--- config.mk ---
export PLATFORM = sky130hd
export DESIGN_NAME = spq_cell
export DESIGN_NICKNAME = d
export VERILOG_FILES = /design/src/spq_pkg.sv /design/src/spq_cell.sv
export SDC_FILE = /design/constraint.sdc
export NUM_CORES = 1
export LEC_CHECK = 0
export BUFFER_PORTS_ARGS = -buffer_cell sky130_fd_sc_hd__buf_2
export CAP_MARGIN = 20
export CORE_MARGIN = 1
export CORE_UTILIZATION = 35
export DETAILED_ROUTE_END_ITERATION = 10
export PLACE_DENSITY = 0.67
export SLEW_MARGIN = 10
export SYNTH_ARGS = -nofsm -noshare
export SYNTH_HDL_FRONTEND = slang
export SYNTH_SLANG_ARGS = --single-unit
--- constraint.sdc ---
create_clock -name clk -period 4.5 [get_ports clk]
set_input_delay 1.125 -clock clk [delete_from_list [all_inputs] [get_ports clk]]
set_output_delay 1.125 -clock clk [all_outputs]
set_load 0.02 [all_outputs]
--- src/spq_pkg.sv ---
// Shared types and constants for the sorted priority queue.
// Depends on nothing; every other file of the block refers to it by scoped names.
package spq_pkg;

    // Number of entries the queue can hold.
    localparam int CAPACITY = 64;
    // Width of the fill count, which must also hold CAPACITY itself.
    localparam int CNT_W = $clog2(CAPACITY + 1);
    // Number of levels in the parallel prefix network over the cells.
    localparam int PFX_LVL = (CAPACITY > 1) ? $clog2(CAPACITY) : 1;

    localparam int PRI_W = 32;
    localparam int KEY_W = 32;

    typedef enum logic [1:0] {
        OP_PUSH   = 2'd0,
        OP_POP    = 2'd1,
        OP_REMOVE = 2'd2,
        OP_QUERY  = 2'd3
    } op_t;

    typedef enum logic [1:0] {
        ST_OK        = 2'd0,
        ST_POP_EMPTY = 2'd1,
        ST_PUSH_FULL = 2'd2,
        ST_NOT_FOUND = 2'd3
    } status_t;

    // Source of a cell's next contents.
    typedef enum logic [1:0] {
        SEL_HOLD  = 2'd0,
        SEL_NEW   = 2'd1,
        SEL_LEFT  = 2'd2,
        SEL_RIGHT = 2'd3
    } cell_sel_t;

    // One queue entry; the key holds x in bits 7..0, y in 15..8,
    // symbol in 23..16 and speed in 31..24.
    typedef struct packed {
        logic [PRI_W-1:0] priority_val;
        logic [KEY_W-1:0] key;
    } entry_t;

    // Comparison results a cell reports against the current request.
    typedef struct packed {
        logic ge;     // valid and stored priority >= requested priority
        logic gt;     // valid and stored priority >  requested priority
        logic match;  // valid and stored key equals requested key
    } cell_flags_t;

endpackage

--- src/spq_cell.sv ---
// One storage cell of the sorted queue: an entry register, its comparators
// and the selector that loads it from the request or a neighbour. Uses spq_pkg.
module spq_cell (
    input  logic                       clk,
    input  logic                       valid,
    input  spq_pkg::cell_sel_t         sel,
    input  spq_pkg::entry_t            new_entry,
    input  spq_pkg::entry_t            left_entry,
    input  spq_pkg::entry_t            right_entry,
    output spq_pkg::entry_t            entry,
    output spq_pkg::cell_flags_t       flags
);

    spq_pkg::entry_t entry_reg;

    // The flags compare the stored entry with the request that is on offer.
    always_comb
    begin
        flags.ge    = valid && (entry_reg.priority_val >= new_entry.priority_val);
        flags.gt    = valid && (entry_reg.priority_val >  new_entry.priority_val);
        flags.match = valid && (entry_reg.key == new_entry.key);
    end

    always_ff @(posedge clk)
    begin
        case (sel)
            spq_pkg::SEL_NEW:   entry_reg <= new_entry;
            spq_pkg::SEL_LEFT:  entry_reg <= left_entry;
            spq_pkg::SEL_RIGHT: entry_reg <= right_entry;
            default:            entry_reg <= entry_reg;
        endcase
    end

    assign entry = entry_reg;

endmodule

==> results.json, run 1 <==
{
  "vias": 4189,
  "start_util_pct": 36.3,
  "synth_top_family_by_area": "multiplexers",
  "setup_viol": 0,
  "cts_tree": "done",
  "yosys-mux-area-fraction_pct": 14.6,
  "place_ws_ps": 273,
  "required_ps": 3380,
  "num_io_pins": 263,
  "ant_nets": 0,
  "drc": 0,
  "grt_usage_pct": 20.7,
  "crit_arrival_ps": 3110,
  "nets": 918,
  "drt-total-wl_mm": 13.4,
  "use_met3_pct": 6.03,
  "synth_area_leaders": "edfxtp_1, mux2i_1, ha_1",
  "grt.overflow.total": 0,
  "core_area_um2": 12100,
  "p_int_uw": 1460,
  "dieArea_um2": 13000,
  "top_usage_layer": "met2",
  "crit_type": "input port to output pin",
  "clk_pin_slew_ps": 50,
  "synth_area_per_cell_um2": 10.1,
  "hold_end": "entry[62]$_DFFE_PP_",
  "hold_path_depth": 3,
  "dr.first_iter.drc_count": 234,
  "worstSetupEndpointType": "output pin",
  "met2_usage_pct": 37.8,
  "worstPathCellList": "buf_2 > inv_1 > ha_1 > nand4_1 > or4_4 > a21o_1 > a31o_1 > a311oi_1 > buf_2",
  "grt_antenna_before_repair": 1,
  "largest_reg_flops": 64,
  "yosys.area.top_type": "edfxtp_1",
  "row_count": 40,
  "critical_path.top_delay_family": "simple AND/OR/NAND/NOR gates",
  "rsz0062_at_grt": "no",
  "clock-root-buffer": "clkbuf_16",
  "clock_sinks": 64,
  "grt_pass1_wl_mm": 20.4,
  "critPathMaxFanout": 3,
  "cp_common_cell": "buf_2",
  "peakVddDrop_uv": 171,
  "slowest_stage": "or4_4",
  "period_share_pct": 94.2,
  "worst-path-buf-inv": 3,
  "post-cts-setup-buffers": 0,
  "fmax_mhz": 236,
  "grt_pass1_vias": 4229,
  "powerDensity_nw_per_um2": 335,
  "slew_violations": 0,
  "p_leak_uw": 0.00304,
  "max_stage_delay_ps": 560,
  "tightest_slew_ps": 805,
  "synth_compound_area_share_pct": 11.5,
  "htreeDepth": 3,
  "syn2layout_area_growth_pct": 40.6,
  "power_switching_uw": 610,
  "power.share.combinational_pct": 26.5,
  "port_buffers": 262,
  "worst_slack_ps": 262,
  "drive_gt1_share_pct": 40.9,
  "synth-simple-area-share_pct": 9.99,
  "seq_power_share_pct": 38.1,
  "cts-resized-gates": 0,
  "fin_tns_setup_ps": 0,
  "syn_inst": 435,
  "wl_per_cell_um": 15.5,
  "synthXorXnorAreaFrac_pct": 6.37,
  "firstDrtPassIters": 4,
  "status": "complete, no violations",
  "worstSetupStartpointType": "input port",
  "hold_violations": 0,
  "relSlewSlack_pct": 46.3,
  "syn_nets": 663,
  "grtUsageMet1_pct": 22.3,
  "die_width_um": 114,
  "max_cap_violations": 0,
  "place.gp.congestion": 0.854,
  "cts.path.max_buffers": 2,
  "postCtsHoldBufs": 0,
  "synthAdderAreaFrac_pct": 9.10,
  "synth_cell_types": 31,
  "die_h_um": 114,
  "hold_path_class": "input port to flop",
  "synth_seq_cells": 64,
  "utilization_pct": 51.0,
  "synth_top_area_share_pct": 43.7,
  "vias_per_cell": 4.85,
  "power.share.clock_pct": 35.5,
  "fin_crit_ps": 4240,
  "dpl.hpwl_mm": 10.6,
  "switching_share_pct": 29.4,
  "numCtsBuffers": 9,
  "hp-start": "new_entry[62]",
  "syn_area_um2": 4400,
  "yosysSeqAreaShare_pct": 43.7,
  "yosysWarnings": 0,
  "grt_max_degree": 85
}
synth_stat cells (all sizes together):
cell / count
a21oi: 77
nand4: 15
a21o: 6
xnor2: 28
clkbuf: 14
nor2: 65
o21ai: 2
nand3: 3
ha: 32
edfxtp: 64
a31oi: 1
o21a: 1
o211ai: 2
or4: 2
a311oi: 1
nand2: 5
or2: 1
nor2b: 1
inv: 33
o31a: 1
a31o: 1
buf: 7
nor4: 3
nor3: 1
mux2i: 64
a221oi: 1
xor2: 4
per-stage QoR:
stage | hold slack, ps | cell area, um2 | total power [uW] | instances
2_1_floorplan | 1350 | 4400 | 1120 | 435
3_3_place_gp | 1460 | 5870 | 1340 | 847
3_5_place_dp | 1470 | 5870 | 1350 | 847
4_1_cts | 1130 | 6180 | 2090 | 863
5_1_grt | 1140 | 6180 | 2180 | 864
6_report | 1140 | 6180 | 2070 | 864
cell families after synthesis:
kind of cell,count (synthesis)
DFF,64
xor gates and xnor gates,32
muxes,64
AOI/OAI and AO/OA,93
adders and majority gates,32
and+or+nand+nor,96
buffers and inverters,54
how the worst max path moves through the flow:
stage,startpoint,endpoint,cells past startpoint
floorplan,new_entry[45],flags[1],7
global placement,new_entry[42],flags[1],9
detailed placement,new_entry[42],flags[1],9
CTS,new_entry[42],flags[1],9
global route,new_entry[45],flags[1],9
finish,new_entry[42],flags[1],9
worst min-delay path, cell delays in order:
cell and delay [ps]:
buf_2 90, nor2_1 30, a21oi_1 100
power groups by stage:
stage | registers (uW) | logic (uW) | clock network [uW]
2_1_floorplan | 884 | 232 | 0
3_3_place_gp | 798 | 541 | 0
3_5_place_dp | 799 | 554 | 0
4_1_cts | 789 | 555 | 750
5_1_grt | 797 | 601 | 778
6_report | 789 | 548 | 735
area by class of cell:
| cell class | count | area (um2) |
|---|---|---|
| Multi-Input combinational cell | 317 | 2270 |
| Clock buffer | 12 | 236 |
| Timing Repair Buffer | 265 | 1350 |
| Inverter | 33 | 124 |
| Clock inverter | 4 | 68.8 |
| Sequential cell | 64 | 1920 |
| Antenna cell | 1 | 2.50 |
| Fill cell | 1146 | 5930 |
| Tap cell | 168 | 210 |
layout by cell type (no fill, tap or decap), drive strengths merged, types with 3 or more instances in the layout:
master | synthesis | layout
a21o | 6 | 6
a21oi | 77 | 77
buf | 7 | 265
clkbuf | 14 | 12
edfxtp | 64 | 64
ha | 32 | 32
inv | 33 | 33
mux2i | 64 | 64
nand2 | 5 | 5
nand3 | 3 | 3
nand4 | 15 | 15
nor2 | 65 | 65
nor4 | 3 | 3
xnor2 | 28 | 28
xor2 | 4 | 4
per-layer routing:
metal	up-vias	wire, um
met5	-	0
met4	0	314
met3	23	1100
met2	205	6750
met1	1873	5230
li1	2088	-
No activity file was read; power rests on OpenSTA's default activity.
==> run 2, diff against run 1 <==
- GPL_TIMING_DRIVEN: default -> 0
==> run 2 against run 1 <==
- die area is the same
- core utilization grew 0.77 points
- first-iteration DRC count shrank 25%
- setup slack lost 88 ps
- combinational power grew 2%
- clock power grew 10%
- maximum frequency shrank 2.0%
- worst hold slack lost 6.6 ps
- via count grew 3.6%
- sequential power is essentially flat
- non-clock buffer count grew 17
==> results.json, run 2 (synthesized netlist as in run 1, its figures left out) <==
{
  "status": "complete, no violations",
  "vias": 4338,
  "grt_antenna_before_repair": 0,
  "period_share_pct": 96.1,
  "clk_pin_slew_ps": 60,
  "vias_per_cell": 4.93,
  "drc": 0,
  "largest_reg_flops": 64,
  "row_count": 40,
  "fmax_mhz": 231,
  "crit_arrival_ps": 3200,
  "utilization_pct": 51.8,
  "grt_usage_pct": 23.1,
  "postLayoutCellArea_um2": 6280,
  "worstSetupStartpointType": "input port",
  "stdcell_count": 880,
  "place.gp.congestion": 0.830,
  "num_io_pins": 263,
  "required_ps": 3380,
  "drt-total-wl_mm": 14.9,
  "port_buffers": 260,
  "htreeDepth": 3,
  "dieArea_um2": 13000,
  "critPathCapture": "flags[1]",
  "fin_crit_ps": 4330,
  "start_util_pct": 36.3,
  "rsz0062_at_grt": "no",
  "nets": 935,
  "syn2layout_area_growth_pct": 42.7,
  "die_width_um": 114,
  "peakVddDrop_uv": 173,
  "grt_pass1_wl_mm": 22.6,
  "numCtsBuffers": 9,
  "ant_nets": 0,
  "grt.overflow.total": 0,
  "relSlewSlack_pct": 40.8,
  "post-cts-setup-buffers": 0,
  "postCtsHoldBufs": 0,
  "cts.path.max_buffers": 2,
  "final_cell_mix": "buf_2, a21oi_1, nor2_1",
  "clock-root-buffer": "clkbuf_16",
  "worstSetupEndpointType": "output pin",
  "diodes": 0,
  "dpl.hpwl_mm": 12.1,
  "crit_type": "input port to output pin",
  "dp.cells": 864,
  "setup_viol": 0,
  "drive_gt1_share_pct": 40.4,
  "hold_violations": 0,
  "placed_area_um2": 5940,
  "hold_path_class": "input port to flop",
  "max_cap_violations": 0,
  "slew_violations": 0,
  "clock_sinks": 64,
  "crit_start": "new_entry[42]",
  "holdWs_ps": 1130,
  "tightest_slew_ps": 888,
  "wl_per_cell_um": 16.9,
  "grt_max_degree": 49,
  "dr.first_iter.drc_count": 175,
  "critPathMaxFanout": 3,
  "p_leak_uw": 0.00308,
  "core_area_um2": 12100,
  "cts_tree": "done",
  "firstDrtPassIters": 5,
  "die_h_um": 114,
  "cts-resized-gates": 0,
  "final_common_cell": "buf_2",
  "n_fill_cell": 1143,
  "grt_pass1_vias": 4518,
  "powerDensity_nw_per_um2": 343
}
## run 2: final cells by class
| cell class | instances | area, um2 | area share [%] |
|---|---|---|---|
| multi-input cells | 317 | 2270 | 36.2 |
| well taps | 168 | 210 | 3.35 |
| clock buffers | 10 | 229 | 3.65 |
| inverters | 33 | 124 | 1.97 |
| plain buffers | 21 | 85.1 | 1.36 |
| clock inverters | 6 | 108 | 1.71 |
| repair buffers | 261 | 1330 | 21.2 |
| flip-flops and latches | 64 | 1920 | 30.6 |
## run 2: power by group
group	leakage [uW]	internal (uW)	switching, uW	total, uW
clock network	0.000162	540	270	809
registers	0.000645	743	46.4	789
logic	0.00227	238	319	557
## run 2: how the worst min path moves through the flow
stage	start	end	slack [ps]	depth (start not counted)
global placement	new_entry[54]	entry[54]$_DFFE_PP_	1460	3
floorplan	new_entry[59]	entry[59]$_DFFE_PP_	1350	2
detailed placement	new_entry[56]	entry[56]$_DFFE_PP_	1470	3
finish	new_entry[56]	entry[56]$_DFFE_PP_	1130	3
CTS	new_entry[56]	entry[56]$_DFFE_PP_	1130	3
global route	new_entry[49]	entry[49]$_DFFE_PP_	1140	3
## run 2: metal layers
metal | up-vias | track usage (%) | wire length, um | share of wire, %
li1 | 2116 | - | - | -
met1 | 2006 | 25.0 | 5700 | 38
met2 | 196 | 43.0 | 7760 | 52
met3 | 20 | 5.56 | 1120 | 7.5
met4 | 0 | 9.70 | 297 | 2.0
met5 | - | 0 | 0 | 0
## run 2: critical path, stage by stage
cell	delay (ps)
buf_2	90
inv_1	40
ha_1	310
nand4_1	170
or4_4	580
a21o_1	190
a31o_1	190
a311oi_1	280
buf_2	230
## run 2: through the flow
step           setup slack, ps  total power [uW]  setup TNS [ps]
3_5_place_dp               175              1360               0
4_1_cts                    176              2180               0
6_report                   174              2160               0
2_1_floorplan              297              1120               0
5_1_grt                    134              2250               0
3_3_place_gp              -426              1350          -27090
==> run 3, diff against run 2 <==
- CORE_UTILIZATION: 35 -> 44
- PLACE_DENSITY: 0.67 -> 0.81
==> run 3 against run 2 <==
- combinational power barely moved
- sequential power barely moved
- sequential share of layout area up 1.0 points
- die area is 20% lower
- core utilization is 11 points higher
==> results.json, run 3 (synthesized netlist as in run 1, its figures left out) <==
{
  "cts.path.max_buffers": 2,
  "fmax_mhz": 229,
  "dieArea_um2": 10400,
  "crit_type": "input port to output pin",
  "grt.overflow.total": 0,
  "worstSetupEndpointType": "output pin",
  "p_leak_uw": 0.00300,
  "powerDensity_nw_per_um2": 301,
  "n_fill_cell": 852,
  "wl_per_cell_um": 17.1,
  "clock-root-buffer": "clkbuf_8",
  "peakVddDrop_uv": 199,
  "drive_gt1_share_pct": 40.2,
  "numCtsBuffers": 9,
  "hold_path_class": "input port to flop",
  "final_common_cell": "buf_2",
  "die_width_um": 102,
  "fin_crit_ps": 4360,
  "place.gp.congestion": 0.864,
  "grt_pass1_vias": 4396,
  "core_area_um2": 9730,
  "period_share_pct": 96.9,
  "power_uw": 1830,
  "status": "complete, no violations",
  "fin_tns_setup_ps": 0,
  "grt_antenna_before_repair": 0,
  "start_util_pct": 45.2,
  "dr.first_iter.drc_count": 159,
  "final_cell_mix": "buf_2, a21oi_1, nor2_1",
  "diodes": 0,
  "grt_pass1_wl_mm": 21.1,
  "tightest_slew_ps": 750,
  "clk_pin_slew_ps": 80,
  "multi_input_area_um2": 2280,
  "vias": 4405,
  "max_cap_violations": 0,
  "dpl.hpwl_mm": 11.8,
  "grt_max_degree": 37,
  "rsz0062_at_grt": "no",
  "largest_reg_flops": 64,
  "worstSetupStartpointType": "input port",
  "relSlewSlack_pct": 50.0,
  "critPathMaxFanout": 3,
  "ant_nets": 0,
  "htreeDepth": 3,
  "hold_violations": 0,
  "grt_usage_pct": 27.3,
  "postCtsHoldBufs": 0,
  "crit_start": "new_entry[42]",
  "regArea_um2": 1920,
  "port_buffers": 260,
  "post-cts-setup-buffers": 0,
  "nets": 935,
  "firstDrtPassIters": 4,
  "critPathCapture": "flags[1]",
  "setup_viol": 0,
  "row_count": 36,
  "cts-resized-gates": 1,
  "slew_violations": 0,
  "crit_arrival_ps": 3240,
  "drc": 0,
  "required_ps": 3380,
  "num_io_pins": 263,
  "vias_per_cell": 5.21,
  "clock_sinks": 64,
  "cts_tree": "done",
  "drt-total-wl_mm": 14.4,
  "syn2layout_area_growth_pct": 38.1,
  "die_h_um": 102
}
## run 3: cell types whose count changed in the layout (fill, tap and decap cells not counted), sizes merged
| cell | change |
|---|---|
| clkinv | +2 |
| clkinvlp | -1 |
| bufinv | -2 |
| clkbuf | +1 |
## run 3: area by class of cell
type | count | area share [%]
buffer | 21 | 1.40
clock buffer | 11 | 2.16
clock inverter | 5 | 0.783
inverter | 33 | 2.04
multi-input combinational | 317 | 37.5
sequential | 64 | 31.6
tap | 133 | 2.74
timing repair buffer | 261 | 21.8
## run 3: through the flow
step / setup slack [ps] / hold slack (ps) / util (%) / cell area [um2] / cells
global route: 67.5 / 1130 / 62.4 / 6070 / 845
floorplan: 297 / 1350 / - / 4400 / 435
CTS: 135 / 1120 / 62.4 / 6070 / 845
detailed placement: 4.31 / 1470 / 60.5 / 5890 / 829
global placement: -261 / 1460 / 60.3 / 5870 / 828
finish: 139 / 1130 / 62.4 / 6070 / 845
## run 3: per-layer routing
| layer | global-route usage (%) | wire length, um | vias to the layer above |
|---|---|---|---|
| li1 | - | - | 2114 |
| met1 | 29.2 | 5390 | 2039 |
| met2 | 51.9 | 7580 | 223 |
| met3 | 6.98 | 1130 | 29 |
| met4 | 9.12 | 342 | 0 |
| met5 | 0 | 0 | - |
## run 3: worst min path at each step
| stage | startpoint | endpoint | cells after the start |
|---|---|---|---|
| 3_5_place_dp | new_entry[59] | entry[59]$_DFFE_PP_ | 3 |
| 2_1_floorplan | new_entry[59] | entry[59]$_DFFE_PP_ | 2 |
| 4_1_cts | new_entry[59] | entry[59]$_DFFE_PP_ | 3 |
| 3_3_place_gp | new_entry[54] | entry[54]$_DFFE_PP_ | 3 |
| 6_report | new_entry[3] | entry[3]$_DFFE_PP_ | 3 |
| 5_1_grt | new_entry[54] | entry[54]$_DFFE_PP_ | 3 |
## run 3: critical path: stages
cell and delay (ps):
buf_2 90, inv_1 40, ha_1 300, nand4_1 180
or4_4 570, a21o_1 170, a31o_1 200, a311oi_2 330
buf_2 230
## run 3: power by group
part | switching (uW) | internal (uW)
clock network | 228 | 251
logic | 321 | 239
registers | 48.4 | 742
