`src/spq_pkg.sv`:
```
// Shared types and constants for the sorted priority queue.
// Depends on nothing; every other file of the block refers to it by scoped names.
package spq_pkg;

    // Number of entries the queue can hold.
    localparam int CAPACITY = 64;
    // Width of the fill count, which must also hold CAPACITY itself.
    localparam int CNT_W = $clog2(CAPACITY + 1);
    // Number of levels in the parallel prefix network over the cells.
    localparam int PFX_LVL = (CAPACITY > 1) ? $clog2(CAPACITY) : 1;

    localparam int PRI_W = 32;
    localparam int KEY_W = 32;

    typedef enum logic [1:0] {
        OP_PUSH   = 2'd0,
        OP_POP    = 2'd1,
        OP_REMOVE = 2'd2,
        OP_QUERY  = 2'd3
    } op_t;

    typedef enum logic [1:0] {
        ST_OK        = 2'd0,
        ST_POP_EMPTY = 2'd1,
        ST_PUSH_FULL = 2'd2,
        ST_NOT_FOUND = 2'd3
    } status_t;

    // Source of a cell's next contents.
    typedef enum logic [1:0] {
        SEL_HOLD  = 2'd0,
        SEL_NEW   = 2'd1,
        SEL_LEFT  = 2'd2,
        SEL_RIGHT = 2'd3
    } cell_sel_t;

    // One queue entry; the key holds x in bits 7..0, y in 15..8,
    // symbol in 23..16 and speed in 31..24.
    typedef struct packed {
        logic [PRI_W-1:0] priority_val;
        logic [KEY_W-1:0] key;
    } entry_t;

    // Comparison results a cell reports against the current request.
    typedef struct packed {
        logic ge;     // valid and stored priority >= requested priority
        logic gt;     // valid and stored priority >  requested priority
        logic match;  // valid and stored key equals requested key
    } cell_flags_t;

endpackage

```
`src/spq_prefix.sv`:
```
// Inclusive prefix OR across the row of cells, built as a log-depth network.
// Uses spq_pkg for the row length and the number of levels.
module spq_prefix (
    input  logic [spq_pkg::CAPACITY-1:0] bits_in,
    output logic [spq_pkg::CAPACITY-1:0] bits_out
);

    logic [spq_pkg::CAPACITY-1:0] lvl [0:spq_pkg::PFX_LVL];

    // Each level ORs in the partial result from a distance that doubles.
    always_comb
    begin
        lvl[0] = bits_in;
        for (int k = 0; k < spq_pkg::PFX_LVL; k++)
        begin
            for (int i = 0; i < spq_pkg::CAPACITY; i++)
            begin
                if (i >= (1 << k))
                begin
                    lvl[k+1][i] = lvl[k][i] | lvl[k][i - (1 << k)];
                end
                else
                begin
                    lvl[k+1][i] = lvl[k][i];
                end
            end
        end
    end

    assign bits_out = lvl[spq_pkg::PFX_LVL];

endmodule

```
`config.mk`:
```
export PLATFORM = sky130hd
export DESIGN_NAME = spq_prefix
export DESIGN_NICKNAME = d
export VERILOG_FILES = /design/src/spq_pkg.sv /design/src/spq_prefix.sv
export SDC_FILE = /design/constraint.sdc
export NUM_CORES = 1
export LEC_CHECK = 0
export BUFFER_PORTS_ARGS = -buffer_cell sky130_fd_sc_hd__buf_2
export CAP_MARGIN = 0
export CORE_UTILIZATION = 31
export DETAILED_ROUTE_END_ITERATION = 8
export PLACE_DENSITY = 0.86
export SYNTH_ARGS = -nofsm -noshare
export SYNTH_HDL_FRONTEND = slang
export SYNTH_SLANG_ARGS = --single-unit
```
`constraint.sdc`:
```
create_clock -name vclk -period 2.56
set_clock_uncertainty 0.05 [all_clocks]
set_input_delay 0.512 -clock vclk [all_inputs]
set_output_delay 0.512 -clock vclk [all_outputs]
set_load 0.03 [all_outputs]
```
==> results of run 1 <==
==> power breakdown <==
part	internal (mW)	leakage (nW)	switching, mW
sequential	0	0	0
combinational	0.0686	0.770	0.0701
clock	0	0	0
total	0.0686	0.770	0.0701
==> repair_timing <==
action,in CTS,in global routing
gates resized for setup,5,42
buffers inserted,0,4
setup endpoints to repair,7,31
cloned,0,2
pin swaps,0,7
==> cell usage in the layout, fill, tap and decap left out, drive strengths merged, types with 2 or more instances in the layout <==
cell / Yosys / layout
buf: 3 / 158
nor2: 26 / 26
nand2: 21 / 21
nand3: 16 / 16
nor4: 12 / 12
or3: 10 / 10
nand4: 8 / 8
nor3: 8 / 8
or2: 6 / 6
nand4b: 5 / 5
inv: 5 / 5
nand3b: 3 / 3
nor4b: 3 / 3
nor2b: 3 / 3
nand2b: 2 / 2
or4: 2 / 2
==> routing by layer <==
metal / wire length [um] / up-vias / track usage, % / share of wire [%]
li1: - / 812 / - / -
met1: 1700 / 729 / 26.6 / 40
met2: 2290 / 57 / 52.1 / 54
met3: 218 / 0 / 1.13 / 5.2
met4: 0 / 0 / 2.63 / 0
met5: 0 / - / 0 / 0
==> cell type report <==
| cell class | instances | area [um^2] |
|---|---|---|
| Timing Repair Buffer | 158 | 942 |
| Multi-Input combinational cell | 127 | 862 |
| Tap cell | 30 | 37.5 |
| Fill cell | 209 | 639 |
| Inverter | 5 | 18.8 |
==> final timing paths <==
check | from | endpoint | slack (ps) | depth (start not counted)
setup / recovery | bits_in[7] | bits_out[47] | 1 | 8
hold / removal | bits_in[0] | bits_out[0] | 1250 | 2
==> cell families (layout without fill, tap and decap cells) <==
| kind of cell | count (synthesis) | in the layout | share of synthesized area [%] |
|---|---|---|---|
| and+or+nand+nor | 127 | 127 | 94.1 |
| buffers and inverters | 8 | 163 | 5.90 |
==> worst max-delay path, stage by stage <==
cell and delay [ps]:
buf_6 100, nor4_4 340, nand3_4 200, nor4b_4 230
buf_4 180, buf_6 130, nand4b_1 130, buf_6 170
==> flow_metrics.py, run 1 <==
metrics = {
    "outcome": {
        "outcome": "finished, final reports clean",
    },
    "drt": {
        "wirelength_um": 4210,
        "drt_first_iter_violations": 26,
        "firstDrtPassIters": 4,
        "wl_per_cell_um": 13.1,
        "viasPerCell": 4.99,
        "drc_errors": 0,
        "vias": 1598,
        "ant_nets": 0,
    },
    "floorplan": {
        "pin_count": 128,
        "rows": 18,
        "core_um2": 2500,
        "initial_core_util_pct": 33.1,
        "die_w_um": 53.7,
        "die_area_um2": 2880,
        "die_y_um": 53.7,
    },
    "finish": {
        "syn_to_final_growth_pct": 125,
        "drive_gt1_share_pct": 63.1,
        "nClkBuffers": 0,
        "diodes": 0,
        "final_cells": 320,
        "final_net_count": 356,
        "regArea_um2": 0,
        "n_sequential_cell": 0,
        "fin_util_pct": 74.4,
        "finalInstanceArea_um2": 1860,
    },
    "logic_synthesis": {
        "syn_nets": 199,
        "yosys.area.top_type_share_pct": 11.3,
        "avgSynthCellArea_um2": 6.13,
        "yosys-top-cells-count": "nor2_1 (25), nand2_1 (21), nand3_1 (15)",
        "synth_seq_area_share_pct": 0,
        "synth_largest_area_cell": "nor2_1",
        "yosysUniqueCellTypes": 25,
        "synth_warnings": 0,
        "yosysMostFrequentCell": "nor2_1",
        "postSynthCellCount": 135,
        "mappedNetlistArea_um2": 827,
        "synth_area_leaders": "nor2_1 (11%), nand2_1 (9.5%), nand3_1 (9.1%)",
    },
    "clock_tree": {
        "cts_hold_buffers": 0,
    },
    "power": {
        "total_leakage_power_nw": 0.770,
        "ir_drop_mv": 0.0881,
        "p_per_area_nw_per_um2": 74.6,
        "p_total_uw": 139,
    },
    "sta": {
        "layout_setup_ws_ps": 1.33,
        "whs_ps": 1250,
        "hold_viol": 0,
        "fmax_mhz": 391,
        "rsz0062_at_grt": "yes",
        "setup_viol": 0,
        "fin_tns_setup_ps": 0,
        "relSlewSlack_pct": 73.4,
        "period_minus_slack_ps": 2560,
        "worst_pin_slew_ps": 396,
        "post-route-period-util_pct": 99.9,
        "maxSlewViolCount": 0,
    },
    "place": {
        "dpl_worst_slack_ps": -40.1,
        "placed_cells": 314,
        "place.gp.congestion": 0.762,
        "place_hpwl_um": 3220,
        "placed_area_um2": 1670,
        "numPortBuffers": 128,
    },
    "job": {
        "cap_violations": 0,
    },
    "setup_path": {
        "cp-end-kind": "output pin",
        "crit_fanout": 8,
        "critPathKind": "input port to output pin",
        "arrival_ps": 2000,
        "cp_data_required_time_ps": 2000,
        "start_kind": "input port",
    },
    "global_routing": {
        "grt_pass1_wl_um": 5460,
        "grt_pass1_vias": 1366,
        "antenna_found_initial": 0,
        "grt_max_degree": 16,
        "overflow": 0,
        "grt_util_all_layers_pct": 24.5,
    },
    "hold_path": {
        "hp-class": "input port to output pin",
    },
}
No activity file was read; power rests on OpenSTA's default activity.
==> run 2: changes to the inputs <==
--- a/config.mk
+++ b/config.mk
@@ -7,9 +7,9 @@
 export LEC_CHECK = 0
 export BUFFER_PORTS_ARGS = -buffer_cell sky130_fd_sc_hd__buf_2
 export CAP_MARGIN = 0
-export CORE_UTILIZATION = 31
+export CORE_UTILIZATION = 33
 export DETAILED_ROUTE_END_ITERATION = 8
-export PLACE_DENSITY = 0.86
+export PLACE_DENSITY = 0.91
 export SYNTH_ARGS = -nofsm -noshare
 export SYNTH_HDL_FRONTEND = slang
 export SYNTH_SLANG_ARGS = --single-unit
==> constraint.sdc (replaced) <==
create_clock -name vclk -period 3.2
set_clock_uncertainty 0.05 [all_clocks]
set_input_delay 0.64 -clock vclk [all_inputs]
set_output_delay 0.64 -clock vclk [all_outputs]
set_load 0.03 [all_outputs]
==> flow_metrics.py, run 2 (synthesis gave the netlist of run 1 again) <==
metrics = {
    "sta": {
        "maxSlewViolCount": 0,
        "rsz0062_at_grt": "no",
        "fin_tns_setup_ps": 0,
        "worst_pin_slew_ps": 483,
        "period_minus_slack_ps": 2970,
        "setup_viol": 0,
        "whs_ps": 1540,
        "relSlewSlack_pct": 67.7,
        "post-route-period-util_pct": 92.7,
        "layout_setup_ws_ps": 232,
        "fmax_mhz": 337,
        "hold_viol": 0,
    },
    "floorplan": {
        "die_area_um2": 2710,
        "rows": 17,
        "die_w_um": 52.1,
        "pin_count": 128,
        "initial_core_util_pct": 36.0,
        "die_y_um": 52.1,
        "core_um2": 2300,
    },
    "finish": {
        "final_common_cell": "buf_2",
        "regArea_um2": 0,
        "multi_input_area_um2": 778,
        "diodes": 0,
        "fillers": 230,
        "final_net_count": 335,
        "syn_to_final_growth_pct": 87.7,
        "nClkBuffers": 0,
        "final_cell_mix": "buf_2 (128), nor2_1 (25), nand2_1 (21), nand3_1 (15), or3_1 (10)",
        "drive_gt1_share_pct": 56.9,
        "n_sequential_cell": 0,
        "final_cells": 297,
    },
    "outcome": {
        "outcome": "finished, final reports clean",
    },
    "drt": {
        "wirelength_um": 3500,
        "ant_nets": 0,
        "vias": 1547,
        "viasPerCell": 5.21,
        "drt_first_iter_violations": 37,
        "firstDrtPassIters": 4,
        "drc_errors": 0,
        "wl_per_cell_um": 11.8,
    },
    "place": {
        "dpl_worst_slack_ps": 156,
        "placed_cells": 297,
        "place.gp.congestion": 0.785,
        "place_hpwl_um": 3070,
        "numPortBuffers": 128,
    },
    "setup_path": {
        "arrival_ps": 2280,
        "start_kind": "input port",
        "critPathSlowestCell": "nor4b_4",
        "crit_path_start": "bits_in[28]",
        "cp_data_required_time_ps": 2510,
        "cp-end-kind": "output pin",
        "crit_fanout": 8,
        "max_stage_delay_ps": 510,
        "critPathKind": "input port to output pin",
        "worstPathCellList": "buf_2, nor4_2, nand4b_1, nor4b_4, nand4b_1, buf_2",
    },
    "global_routing": {
        "grt_pass1_vias": 1257,
        "grt_max_degree": 27,
        "overflow": 0,
        "grt_pass1_wl_um": 5430,
        "grt_util_all_layers_pct": 25.1,
        "antenna_found_initial": 0,
    },
    "clock_tree": {
        "cts_hold_buffers": 0,
        "cts_setup_buffers": 0,
        "cts_resized": 0,
    },
    "hold_path": {
        "hp-class": "input port to output pin",
        "hp-start": "bits_in[0]",
        "min_path_cells": 2,
        "hold_end": "bits_out[0]",
    },
    "power": {
        "ir_drop_mv": 0.0561,
        "p_total_uw": 91.7,
        "p_per_area_nw_per_um2": 59.1,
        "total_leakage_power_nw": 0.604,
    },
    "job": {
        "cap_violations": 0,
    },
}
run 2: changes by cell type in the layout (fill, tap and decap cells not counted), sizes merged:
cell	before	now
buf	158	137
run 2: metrics by stage:
stage	util [%]	instance area, um^2
CTS	67.6	1550
global route	67.6	1550
finish	67.6	1550
global placement	67.6	1550
floorplan	-	827
detailed placement	67.6	1550
run 2: how the worst max path moves through the flow:
stage	endpoint	slack, ps
floorplan	bits_out[42]	320
global placement	bits_out[54]	240
detailed placement	bits_out[54]	160
CTS	bits_out[54]	160
global route	bits_out[55]	20
finish	bits_out[63]	230
run 2: power by group:
group	switching (mW)	total [mW]	internal, mW
logic	0.0483	0.0917	0.0434
registers	0	0	0
clock network	0	0	0
total	0.0483	0.0917	0.0434
run 2: cell type report:
class / count / share of cell area [%]
timing repair buffer: 137 / 46.4
tap: 28 / 2.26
inverter: 5 / 1.21
multi-input combinational: 127 / 50.1
run 2: layer usage:
layer	vias to the layer above	routed length [um]	global-route usage, %
met1	706	1420	29.9
met2	72	1810	48.9
met4	0	0	0
met5	-	0	0
li1	769	-	-
met3	0	272	3.51
run 2: worst max-delay path, delay by kind of cell:
kind / cells / cell delay [ps]
buffers and inverters: 2 / 320
AND/OR/NAND/NOR: 4 / 1320
==> run 3: changes to the inputs <==
--- a/config.mk
+++ b/config.mk
@@ -5,11 +5,14 @@
 export SDC_FILE = /design/constraint.sdc
 export NUM_CORES = 1
 export LEC_CHECK = 0
+export ABC_AREA = 1
 export BUFFER_PORTS_ARGS = -buffer_cell sky130_fd_sc_hd__buf_2
 export CAP_MARGIN = 0
-export CORE_UTILIZATION = 33
+export CELL_PAD_IN_SITES_DETAIL_PLACEMENT = 0
+export CELL_PAD_IN_SITES_GLOBAL_PLACEMENT = 1
+export CORE_UTILIZATION = 22
 export DETAILED_ROUTE_END_ITERATION = 8
-export PLACE_DENSITY = 0.91
+export PLACE_DENSITY_LB_ADDON = 0.1
 export SYNTH_ARGS = -nofsm -noshare
 export SYNTH_HDL_FRONTEND = slang
 export SYNTH_SLANG_ARGS = --single-unit
==> constraint.sdc (replaced) <==
create_clock -name vclk -period 3.2
set_clock_uncertainty 0.05 [all_clocks]
set_input_delay 0.64 -clock vclk [all_inputs]
set_output_delay 0.64 -clock vclk [all_outputs]
set_load 0.01 [all_outputs]
==> flow_metrics.py, run 3 <==
metrics = {
    "outcome": {
        "outcome": "finished, final reports clean",
    },
    "setup_path": {
        "worstPathBufferInverterCount": 2,
        "crit_fanout": 3,
        "max_stage_delay_ps": 200,
        "arrival_ps": 1690,
        "critPathKind": "input port to output pin",
        "cp-end-kind": "output pin",
        "critPathSlowestCell": "nor2_1",
        "worst_path_dominant_cell_family": "simple AND/OR/NAND/NOR gates",
        "start_kind": "input port",
        "worstPathCellList": "buf_2, nor2_1, nand2_1, nor2_1, nand2_1, nor2_2, nand2_1, buf_2",
        "cp_data_required_time_ps": 2510,
        "crit_top_cell": "nand2_1",
    },
    "logic_synthesis": {
        "yosysUniqueCellTypes": 7,
        "synthAdderAreaFrac_pct": 0,
        "synthSimpleGateAreaFrac_pct": 87.7,
        "synth_compound_area_share_pct": 0,
        "synth_largest_area_cell": "nor2_1",
        "synth_seq_area_share_pct": 0,
        "synth_area_leaders": "nor2_1 (40%), nand2_1 (36%), inv_1 (12%)",
        "syn_nets": 401,
        "synth.area.mux_share_pct": 0,
        "postSynthCellCount": 337,
        "yosys.area_share.xor_xnor_pct": 0,
        "avgSynthCellArea_um2": 3.99,
        "mappedNetlistArea_um2": 1350,
        "synth_top_family_by_area": "simple AND/OR/NAND/NOR gates",
        "yosys-top-cells-count": "nor2_1 (144), nand2_1 (129), inv_1 (42)",
        "yosysMostFrequentCell": "nor2_1",
        "yosys.area.top_type_share_pct": 40.1,
        "synth_warnings": 0,
    },
    "clock_tree": {
        "cts_setup_buffers": 0,
        "cts_resized": 0,
        "cts_hold_buffers": 0,
    },
    "global_routing": {
        "grt_pass1_wl_um": 8670,
        "overflow": 0,
        "antenna_found_initial": 0,
        "grt_max_degree": 6,
        "grt_util_all_layers_pct": 16.7,
        "grt_pass1_vias": 2044,
    },
    "drt": {
        "drt_first_iter_violations": 33,
        "wirelength_um": 5510,
        "wl_per_cell_um": 10.2,
        "firstDrtPassIters": 6,
        "drc_errors": 0,
        "viasPerCell": 4.10,
        "ant_nets": 0,
        "vias": 2210,
    },
    "sta": {
        "fin_tns_setup_ps": 0,
        "hold_viol": 0,
        "setup_viol": 0,
        "worst_pin_slew_ps": 239,
        "whs_ps": 1480,
        "rsz0062_at_grt": "no",
        "post-route-period-util_pct": 74.3,
        "fmax_mhz": 421,
        "period_minus_slack_ps": 2380,
        "relSlewSlack_pct": 84.0,
        "maxSlewViolCount": 0,
    },
    "finish": {
        "regArea_um2": 0,
        "nClkBuffers": 0,
        "final_cell_mix": "nor2_1 (144), nand2_1 (129), buf_2 (128), inv_1 (42), nor2_2 (9)",
        "finalInstanceArea_um2": 2070,
        "syn_to_final_growth_pct": 54.0,
        "drive_gt1_share_pct": 32.1,
        "final_net_count": 530,
        "n_sequential_cell": 0,
        "diodes": 0,
        "final_cells": 539,
        "fillers": 771,
        "final_common_cell": "nor2_1",
    },
    "floorplan": {
        "rows": 28,
        "pin_count": 128,
        "die_area_um2": 6440,
        "initial_core_util_pct": 22.7,
        "die_y_um": 80.2,
        "die_w_um": 80.2,
        "core_um2": 5920,
    },
    "power": {
        "p_per_area_nw_per_um2": 51.7,
        "p_total_uw": 107,
        "ir_drop_mv": 0.0301,
        "total_leakage_power_nw": 0.782,
    },
    "place": {
        "placed_cells": 539,
        "place_hpwl_um": 5270,
        "placed_area_um2": 2070,
        "numPortBuffers": 128,
        "place.gp.congestion": 0.909,
    },
    "job": {
        "cap_violations": 0,
    },
    "hold_path": {
        "hp-class": "input port to output pin",
    },
}
==> run 3: cell types whose count changed in the layout (fill, tap and decap cells not counted), moves of 10 or more <==
| cell | delta |
|---|---|
| or3_1 | -10 |
| nor2_1 | +119 |
| nand2_1 | +108 |
| inv_1 | +38 |
| nand3_1 | -15 |
==> run 3: through the flow <==
| step | utilization, % | worst slack, ps |
|---|---|---|
| 5_1_grt | 35.0 | 697 |
| 3_3_place_gp | 35.0 | 838 |
| 2_1_floorplan | - | 1110 |
| 3_5_place_dp | 35.0 | 823 |
| 4_1_cts | 35.0 | 821 |
| 6_report | 35.0 | 824 |
==> run 3: cell type report <==
| class | count | area (um^2) | area share (%) |
|---|---|---|---|
| multi-input cells | 294 | 1180 | 57.0 |
| inverters | 42 | 158 | 7.60 |
| well taps | 75 | 93.8 | 4.53 |
| repair buffers | 128 | 641 | 30.9 |
==> run 3: path summary, 6_finish.rpt <==
| path | from | end | depth (start not counted) |
|---|---|---|---|
| max | bits_in[18] | bits_out[39] | 8 |
| min | bits_in[0] | bits_out[0] | 2 |
==> run 3: cell families (layout without fill, tap and decap cells) <==
group / after synthesis / count (layout)
and+or+nand+nor: 294 / 294
buffers and inverters: 43 / 170
==> run 3: layer usage <==
layer  routed length, um  global-route usage [%]  share of wire, %
met4                  31                   0.893              0.56
met3                 452                    2.05               8.2
met5                   0                       0                 0
met1                2730                    23.1                50
met2                2290                    28.7                42
==> run 3: report_power, final <==
| group | leakage [nW] | internal (mW) | total [mW] | switching, mW |
|---|---|---|---|---|
| combinational | 0.782 | 0.0456 | 0.107 | 0.0616 |
| clock | 0 | 0 | 0 | 0 |
| sequential | 0 | 0 | 0 | 0 |
| total | 0.782 | 0.0456 | 0.107 | 0.0616 |
